$ cat src/hdl/zvt_pkg.sv
`timescale 1ns / 1ps
// ---------------------------------------------------------------------------
// zvt_pkg - shared definitions of the zone valve timer
// Field widths, command codes and the structs that pass between the zone
// slices and the top level.
// ---------------------------------------------------------------------------
package zvt_pkg;

   localparam int CMD_W   = 2;
   localparam int ZONE_W  = 3;
   localparam int SECS_W  = 16;
   localparam int LEVEL_W = 11;
   localparam int CNT_W   = 26;
   localparam int MASK_W  = 4;

   localparam int ZONES_DEFAULT = 4;
   localparam int TICKS_DEFAULT = 1000;

   localparam logic [CNT_W-1:0]  CNT_MAX       = {CNT_W{1'b1}};
   localparam logic [CNT_W-1:0]  TIMEOUT_RESET = CNT_W'(600000);
   localparam logic [SECS_W-1:0] SECS_MAX      = {SECS_W{1'b1}};

   typedef enum logic [CMD_W-1:0] {
      CMD_TICK  = 2'd0,
      CMD_OPEN  = 2'd1,
      CMD_CLOSE = 2'd2,
      CMD_CHECK = 2'd3
   } cmd_type;

   // Broadcast to every zone slice for the transaction being processed
   typedef struct packed {
      logic             fire;
      cmd_type          cmd;
      logic             empty;
      logic [CNT_W-1:0] duration;
      logic [CNT_W-1:0] timeout;
   } zone_ctrl_type;

   typedef struct packed {
      logic             open;
      logic [CNT_W-1:0] elapsed;
      logic [CNT_W-1:0] duration;
   } zone_state_type;

   typedef struct packed {
      logic empty;
      logic timeout;
      logic done;
   } zone_close_type;

endpackage

$ cat src/hdl/zvt_remain.sv
`timescale 1ns / 1ps
// ---------------------------------------------------------------------------
// zvt_remain - whole seconds left for one zone
// Divides the remaining ticks by the tick rate with a reciprocal multiply
// and saturates the quotient to the field width.
// ---------------------------------------------------------------------------
module zvt_remain #(
   parameter int TICKS_PER_SECOND = zvt_pkg::TICKS_DEFAULT
) (
   input  logic                         open,
   input  logic [zvt_pkg::CNT_W-1:0]    elapsed,
   input  logic [zvt_pkg::CNT_W-1:0]    duration,
   output logic [zvt_pkg::SECS_W-1:0]   seconds_left
);
   import zvt_pkg::*;

   // Shift chosen so the rounded-up reciprocal is exact over all counts
   localparam int K   = CNT_W + $clog2(TICKS_PER_SECOND);
   localparam int P_W = K + CNT_W;
   localparam logic [63:0] RECIP_FULL =
      ((64'd1 << K) + 64'(TICKS_PER_SECOND) - 64'd1) / 64'(TICKS_PER_SECOND);
   localparam logic [P_W-1:0] RECIP = P_W'(RECIP_FULL);

   logic [CNT_W-1:0] diff;
   logic [P_W-1:0]   prod;
   logic [CNT_W-1:0] quot;

   assign diff = duration - elapsed;
   assign prod = P_W'(diff) * RECIP;
   assign quot = prod[P_W-1:K];

   always_comb begin
      if (!open || elapsed >= duration) begin
         seconds_left = '0;
      end else if (quot > CNT_W'(SECS_MAX)) begin
         seconds_left = SECS_MAX;
      end else begin
         seconds_left = quot[SECS_W-1:0];
      end
   end

endmodule

$ cat config.mk
export PLATFORM = sky130hd
export DESIGN_NAME = zvt_remain
export DESIGN_NICKNAME = d
export VERILOG_FILES = /design/src/hdl/zvt_pkg.sv /design/src/hdl/zvt_remain.sv
export SDC_FILE = /design/constraint.sdc
export NUM_CORES = 1
export LEC_CHECK = 0
export BUFFER_PORTS_ARGS = -buffer_cell sky130_fd_sc_hd__buf_2
export CAP_MARGIN = 25
export CORE_MARGIN = 4
export CORE_UTILIZATION = 68
export DETAILED_ROUTE_END_ITERATION = 12
export PLACE_DENSITY_LB_ADDON = 0.08
export SYNTH_ARGS = -nofsm -noshare
export SYNTH_HDL_FRONTEND = slang
export SYNTH_SLANG_ARGS = --single-unit
$ cat constraint.sdc
create_clock -name vclk -period 25.2
set_input_delay 3.78 -clock vclk [all_inputs]
set_output_delay 3.78 -clock vclk [all_outputs]
set_load 0.01 [all_outputs]
==> flow_metrics.tcl, run 1 <==
set metrics [dict create \
    arrival_ps 13600 \
    fmax_ghz 0.0575 \
    wirelength_mm 28.1 \
    coreArea_mm2 0.0167 \
    hold_viol 0 \
    antenna_found_initial 0 \
    clkbuf_count 0 \
    fp.dieW_um 139 \
    synth_top_area_share 0.365 \
    path_class "input port to output port" \
    first_iter_violations 440 \
    vias_per_cell 5.57 \
    die-area_mm2 0.0193 \
    synth_cell_types 51 \
    io_pins 69 \
    yosysTopAreaCell "fa_1" \
    diodes 0 \
    ctsResizeCount 0 \
    die_h_um 139 \
    multi_input_area_mm2 0.0101 \
    wl_per_cell_um 17.9 \
    yosysMostFrequentCell "inv_1" \
    synth_nets 1827 \
    ant_nets 0 \
    gr-total-overflow 0 \
    n_sequential_cell 0 \
    seqCellArea_um2 0 \
    start_kind "input port" \
    cp_slowest_cell "xnor2_1" \
    tns_ps 0 \
    grt_pass1_vias 9364 \
    min_period_over_period 0.690 \
    drt_pass1_iterations 5 \
    grt_pass1_wl_mm 46.9 \
    postCtsHoldBufs 0 \
    min_path_type "input port to output port" \
    synth.area.top_cells "fa_1 (37%), ha_1 (31%), inv_1 (13%)" \
    ys_seq_area_frac 0 \
    num_rows 47 \
    maxCapViolations 0 \
    finalSetupViolCount 0 \
    io_buffer_count 69 \
    hold_ws_ps 8260 \
    final_nets 1912 \
    dp_hpwl_mm 25.9 \
    cpPeakStageDelay_ps 570 \
    cts_setup_buffers 0 \
    yosys_warnings 0 \
    fin_area_mm2 0.0124 \
    layout-drive-gt1-share 0.0695 \
    vias 8754 \
    placedInstanceArea_mm2 0.0124 \
    syn_area_per_cell_um2 9.20 \
    yosys-top-cells-count "inv_1 (405), ha_1 (292), fa_1 (213)" \
    drc 0 \
    rsz0062_at_grt "false" \
    worst-path-max-fanout 15 \
    synthesis.instances 1269 \
    drv_slew 0 \
    final_util 0.743 \
    synth_area_mm2 0.0117 \
    period_minus_slack_ps 17380 \
    required_ps 21420 \
    gr-usage-all-layers 0.300 \
    grt_max_degree 17 \
    status "complete, no violations" \
    start_util 0.699 \
    syn_to_final_growth_pct 6.30 \
    gp_congestion 1.01 \
    fillers 1291 \
    tightest_slew_ps 886 \
    worstSetupEndpointType "output port" \
    slew_headroom 0.408 \
]
[per-stage QoR]
step / std cells / setup WS [ps]
finish: 1572 / 7820
detailed placement: 1572 / 7890
global placement: 1572 / 8050
global route: 1572 / 7410
CTS: 1572 / 7870
floorplan: 1269 / 9150
[layout make-up]
class / instances / share of cell area
Timing Repair Buffer: 86 / 0.0381
Inverter: 406 / 0.123
Tap cell: 220 / 0.0222
Multi-Input combinational cell: 860 / 0.817
[cells in the final DEF, fill, tap and decap left out, drive strengths merged, types with 4 or more instances in the layout]
master and count:
xnor2 24, a221oi 4, nand2 35, a211oi 8, o31a 4, nor4 5, xor2 11, o21ai 33
o21a 17, buf 86, nand2b 9, fa 213, nand3 11, a31oi 6, o21bai 7, nor3 9
nor2b 6, inv 406, a21oi 52, ha 292, and3 10, or2 4, and2 4, a21o 32
nand4 8, o211ai 5, nor2 26
[worst paths after layout]
| kind | startpoint | to | slack [ps] | cells past startpoint |
|---|---|---|---|---|
| setup / recovery | elapsed[4] | seconds_left[13] | 7820 | 34 |
| hold / removal | open | seconds_left[13] | 8260 | 4 |
[critical path, delay by kind of cell]
| kind | cells | cell delay, ps |
|---|---|---|
| AOI/OAI and AO/OA | 13 | 3610 |
| xor gates and xnor gates | 1 | 570 |
| adders and majority gates | 10 | 4580 |
| buffers and inverters | 8 | 790 |
| and+or+nand+nor | 2 | 270 |
[logic make-up after synthesis]
family | share of synthesized area
buffers and inverters | 0.132
xor gates and xnor gates | 0.0263
and+or+nand+nor | 0.0565
adders and majority gates | 0.679
AOI/OAI and AO/OA | 0.107
[routing by layer]
metal | vias up | global-route usage | wire, um
li1 | 4179 | - | -
met1 | 4256 | 0.422 | 12400
met2 | 264 | 0.499 | 13200
met3 | 55 | 0.0407 | 1660
met4 | 0 | 0.0705 | 858
met5 | - | 0 | 0
Power of run 1 is left out: the tool's default activity adds up to more than one toggle a clock period on the data nets, which glitch-free logic cannot reach.
==> run 2: changes to the inputs <==
--- a/config.mk
+++ b/config.mk
@@ -8,7 +8,7 @@
 export BUFFER_PORTS_ARGS = -buffer_cell sky130_fd_sc_hd__buf_2
 export CAP_MARGIN = 25
 export CORE_MARGIN = 4
-export CORE_UTILIZATION = 68
+export CORE_UTILIZATION = 66
 export DETAILED_ROUTE_END_ITERATION = 12
 export PLACE_DENSITY_LB_ADDON = 0.08
 export SYNTH_ARGS = -nofsm -noshare
==> constraint.sdc (replaced) <==
create_clock -name vclk -period 17.52
set_input_delay 2.628 -clock vclk [all_inputs]
set_output_delay 2.628 -clock vclk [all_outputs]
set_load 0.01 [all_outputs]
==> run 2 against run 1 <==
Worst hold slack got worse by 2300 ps; wire length is 1.6% higher; clock-buffer cell count did not move; non-clock buffer count unchanged; flip-flop and latch count did not move; final cell count is 0.32% higher.
==> flow_metrics.tcl, run 2 (synthesized netlist as in run 1, its figures left out) <==
set metrics [dict create \
    coreArea_mm2 0.0173 \
    whs_endpoint "seconds_left[0]" \
    grt_max_degree 17 \
    worst-path-max-fanout 15 \
    diodes 0 \
    path_class "input port to output port" \
    fillers 1372 \
    start_util 0.675 \
    layout-drive-gt1-share 0.0703 \
    io_pins 69 \
    finalSetupViolCount 0 \
    postCtsHoldBufs 0 \
    fmax_ghz 0.0661 \
    clkbuf_count 0 \
    dp_hpwl_mm 25.9 \
    grt_pass1_vias 9343 \
    wl_per_cell_um 18.1 \
    gr-usage-all-layers 0.301 \
    min_path_type "input port to output port" \
    layout_common_cells "inv_1 (405), ha_1 (292), fa_1 (213)" \
    syn_to_final_growth_pct 6.42 \
    slew_headroom 0.384 \
    gr-total-overflow 0 \
    status "complete, no violations" \
    min_period_over_period 0.864 \
    drt_pass1_iterations 5 \
    maxCapViolations 0 \
    tns_ps 0 \
    cpPeakStageDelay_ps 550 \
    drv_slew 0 \
    grt_pass1_wl_mm 47.1 \
    die-area_mm2 0.0199 \
    wirelength_mm 28.6 \
    hold_viol 0 \
    final_common_cell "inv_1" \
    tightest_slew_ps 919 \
    n_sequential_cell 0 \
    fp.dieW_um 141 \
    rsz0062_at_grt "false" \
    first_iter_violations 408 \
    cts_setup_buffers 0 \
    hold_depth 4 \
    gp_congestion 0.989 \
    io_buffer_count 69 \
    start_kind "input port" \
    vias 8701 \
    vias_per_cell 5.52 \
    ant_nets 0 \
    final_nets 1912 \
    die_h_um 141 \
    ctsResizeCount 0 \
    drc 0 \
    arrival_ps 12510 \
    num_rows 48 \
    seqCellArea_um2 0 \
    required_ps 14890 \
    period_minus_slack_ps 15140 \
    multi_input_area_mm2 0.0101 \
    antenna_found_initial 0 \
    worstSetupEndpointType "output port" \
    hold_start "open" \
    cp_slowest_cell "a211oi_2" \
]
-- run 2: cell types whose count changed in the layout (fill, tap and decap cells not counted) --
cell,before,now
xnor2_1,24,23
xnor2_2,0,1
-- run 2: per-layer routing --
| layer | vias up | share of wire | GRT usage |
|---|---|---|---|
| met5 | - | 0 | 0 |
| met4 | 0 | 0.039 | 0.0913 |
| met3 | 55 | 0.084 | 0.0628 |
| met2 | 319 | 0.44 | 0.478 |
| met1 | 4153 | 0.44 | 0.417 |
| li1 | 4174 | - | - |
-- run 2: critical path, delay by kind of cell --
kind / cells / cell delay [ps]
compound gates: 13 / 3710
xor+xnor: 1 / 540
fa+ha+maj: 10 / 4550
buf+inv: 8 / 760
simple gates: 2 / 270
-- run 2: through the flow --
step | instance area [um2] | setup slack, ps | util | hold WS, ps | instances
6_report | 12400 | 2380 | 0.718 | 5970 | 1577
3_3_place_gp | 12400 | 2710 | 0.718 | 5960 | 1576
4_1_cts | 12400 | 2480 | 0.718 | 5960 | 1576
3_5_place_dp | 12400 | 2500 | 0.718 | 5960 | 1576
2_1_floorplan | 11700 | 3770 | - | 5560 | 1269
5_1_grt | 12400 | 1920 | 0.718 | 6000 | 1577
-- run 2: worst max-delay path by stage --
stage               start                to  slack (ps)  cells past startpoint
2_1_floorplan  elapsed[4]  seconds_left[13]        3770                     32
3_3_place_gp   elapsed[4]  seconds_left[13]        2710                     34
3_5_place_dp   elapsed[4]  seconds_left[13]        2500                     34
4_1_cts        elapsed[4]  seconds_left[13]        2480                     34
5_1_grt        elapsed[4]  seconds_left[13]        1920                     34
6_report       elapsed[4]  seconds_left[13]        2380                     34
-- run 2: layout make-up --
| cell class | count | share of cell area |
|---|---|---|
| tap | 225 | 0.0227 |
| timing repair buffer | 86 | 0.0381 |
| inverter | 406 | 0.123 |
| multi-input combinational | 860 | 0.817 |
Power of run 2 is left out for the same reason.
==> run 3: changes to the inputs <==
--- a/config.mk
+++ b/config.mk
@@ -5,11 +5,11 @@
 export SDC_FILE = /design/constraint.sdc
 export NUM_CORES = 1
 export LEC_CHECK = 0
-export BUFFER_PORTS_ARGS = -buffer_cell sky130_fd_sc_hd__buf_2
 export CAP_MARGIN = 25
 export CORE_MARGIN = 4
-export CORE_UTILIZATION = 66
+export CORE_UTILIZATION = 68
 export DETAILED_ROUTE_END_ITERATION = 12
+export DONT_BUFFER_PORTS = 1
 export PLACE_DENSITY_LB_ADDON = 0.08
 export SYNTH_ARGS = -nofsm -noshare
 export SYNTH_HDL_FRONTEND = slang
==> run 3 against run 2 <==
Clock-buffer cell count unchanged; critical endpoint unchanged; critical path depth down 2; highest routed layer unchanged; via count down 0.94%; largest cell class unchanged; worst setup slack better by 290 ps.
==> flow_metrics.tcl, run 3 (synthesized netlist as in run 1, its figures left out) <==
set metrics [dict create \
    io_pins 69 \
    start_util 0.699 \
    fmax_ghz 0.0674 \
    wl_per_cell_um 18.8 \
    ant_nets 0 \
    period_minus_slack_ps 14850 \
    status "complete, no violations" \
    antenna_found_initial 0 \
    n_sequential_cell 0 \
    hold_start "open" \
    hold_depth 2 \
    dp_hpwl_mm 25.8 \
    rsz0062_at_grt "false" \
    min_period_over_period 0.847 \
    worst-path-max-fanout 15 \
    arrival_ps 12220 \
    drv_slew 0 \
    gr-usage-all-layers 0.302 \
    fp.dieW_um 139 \
    hold_viol 0 \
    io_buffer_count 0 \
    grt_pass1_wl_mm 46.8 \
    maxCapViolations 0 \
    vias 8619 \
    cp_slowest_cell "fa_1" \
    grt_pass1_vias 9164 \
    postCtsHoldBufs 0 \
    whs_endpoint "seconds_left[14]" \
    final_nets 1842 \
    gp_congestion 0.983 \
    clkbuf_count 0 \
    num_rows 47 \
    tightest_slew_ps 944 \
    cts_setup_buffers 0 \
    path_class "input port to output port" \
    start_kind "input port" \
    seqCellArea_um2 0 \
    finalSetupViolCount 0 \
    drt_pass1_iterations 7 \
    die-area_mm2 0.0193 \
    first_iter_violations 457 \
    layout_common_cells "inv_1 (405), ha_1 (292), fa_1 (213)" \
    layout-drive-gt1-share 0.0203 \
    cp_top_family "adder cells" \
    required_ps 14890 \
    slew_headroom 0.367 \
    worstSetupEndpointType "output port" \
    syn_to_final_growth_pct 3.41 \
    path_buf_inv 6 \
    coreArea_mm2 0.0167 \
    gr-total-overflow 0 \
    min_path_type "input port to output port" \
    cpPeakStageDelay_ps 540 \
    drc 0 \
    vias_per_cell 5.74 \
    diodes 0 \
    ctsResizeCount 0 \
    final_common_cell "inv_1" \
    wirelength_mm 28.3 \
    grt_max_degree 17 \
    tns_ps 0 \
    die_h_um 139 \
]
[run 3: cell type report]
cell class / instances / area [um2]
multi-input cells: 860 / 10200
fillers: 1311 / 4630
inverters: 406 / 1520
well taps: 220 / 275
repair buffers: 16 / 120
[run 3: metal layers]
metal	track usage	up-vias	part of all wire
met3	0.0541	47	0.075
met5	0	-	0
met1	0.414	4213	0.43
met4	0.0541	0	0.024
li1	-	4041	-
met2	0.511	318	0.47
[run 3: worst max-delay path by stage]
stage	endpoint	slack (ps)	startpoint	cells past startpoint
2_1_floorplan	seconds_left[13]	3770	elapsed[4]	32
3_3_place_gp	seconds_left[13]	2890	elapsed[4]	32
3_5_place_dp	seconds_left[13]	2670	elapsed[4]	32
4_1_cts	seconds_left[13]	2650	elapsed[4]	32
5_1_grt	seconds_left[13]	2100	elapsed[4]	32
6_report	seconds_left[13]	2670	elapsed[4]	32
[run 3: per-stage QoR]
stage | hold WS [ps] | util | std cells | worst slack [ps] | cell area (um2)
final | 5780 | 0.723 | 1502 | 2670 | 12100
after global routing | 5820 | 0.723 | 1502 | 2100 | 12100
after CTS | 5790 | 0.723 | 1502 | 2650 | 12100
after detailed placement | 5780 | 0.723 | 1502 | 2670 | 12100
after global placement | 5760 | 0.723 | 1502 | 2890 | 12100
after floorplan | 5560 | - | 1269 | 3770 | 11700
Power of run 3 is left out for the same reason.
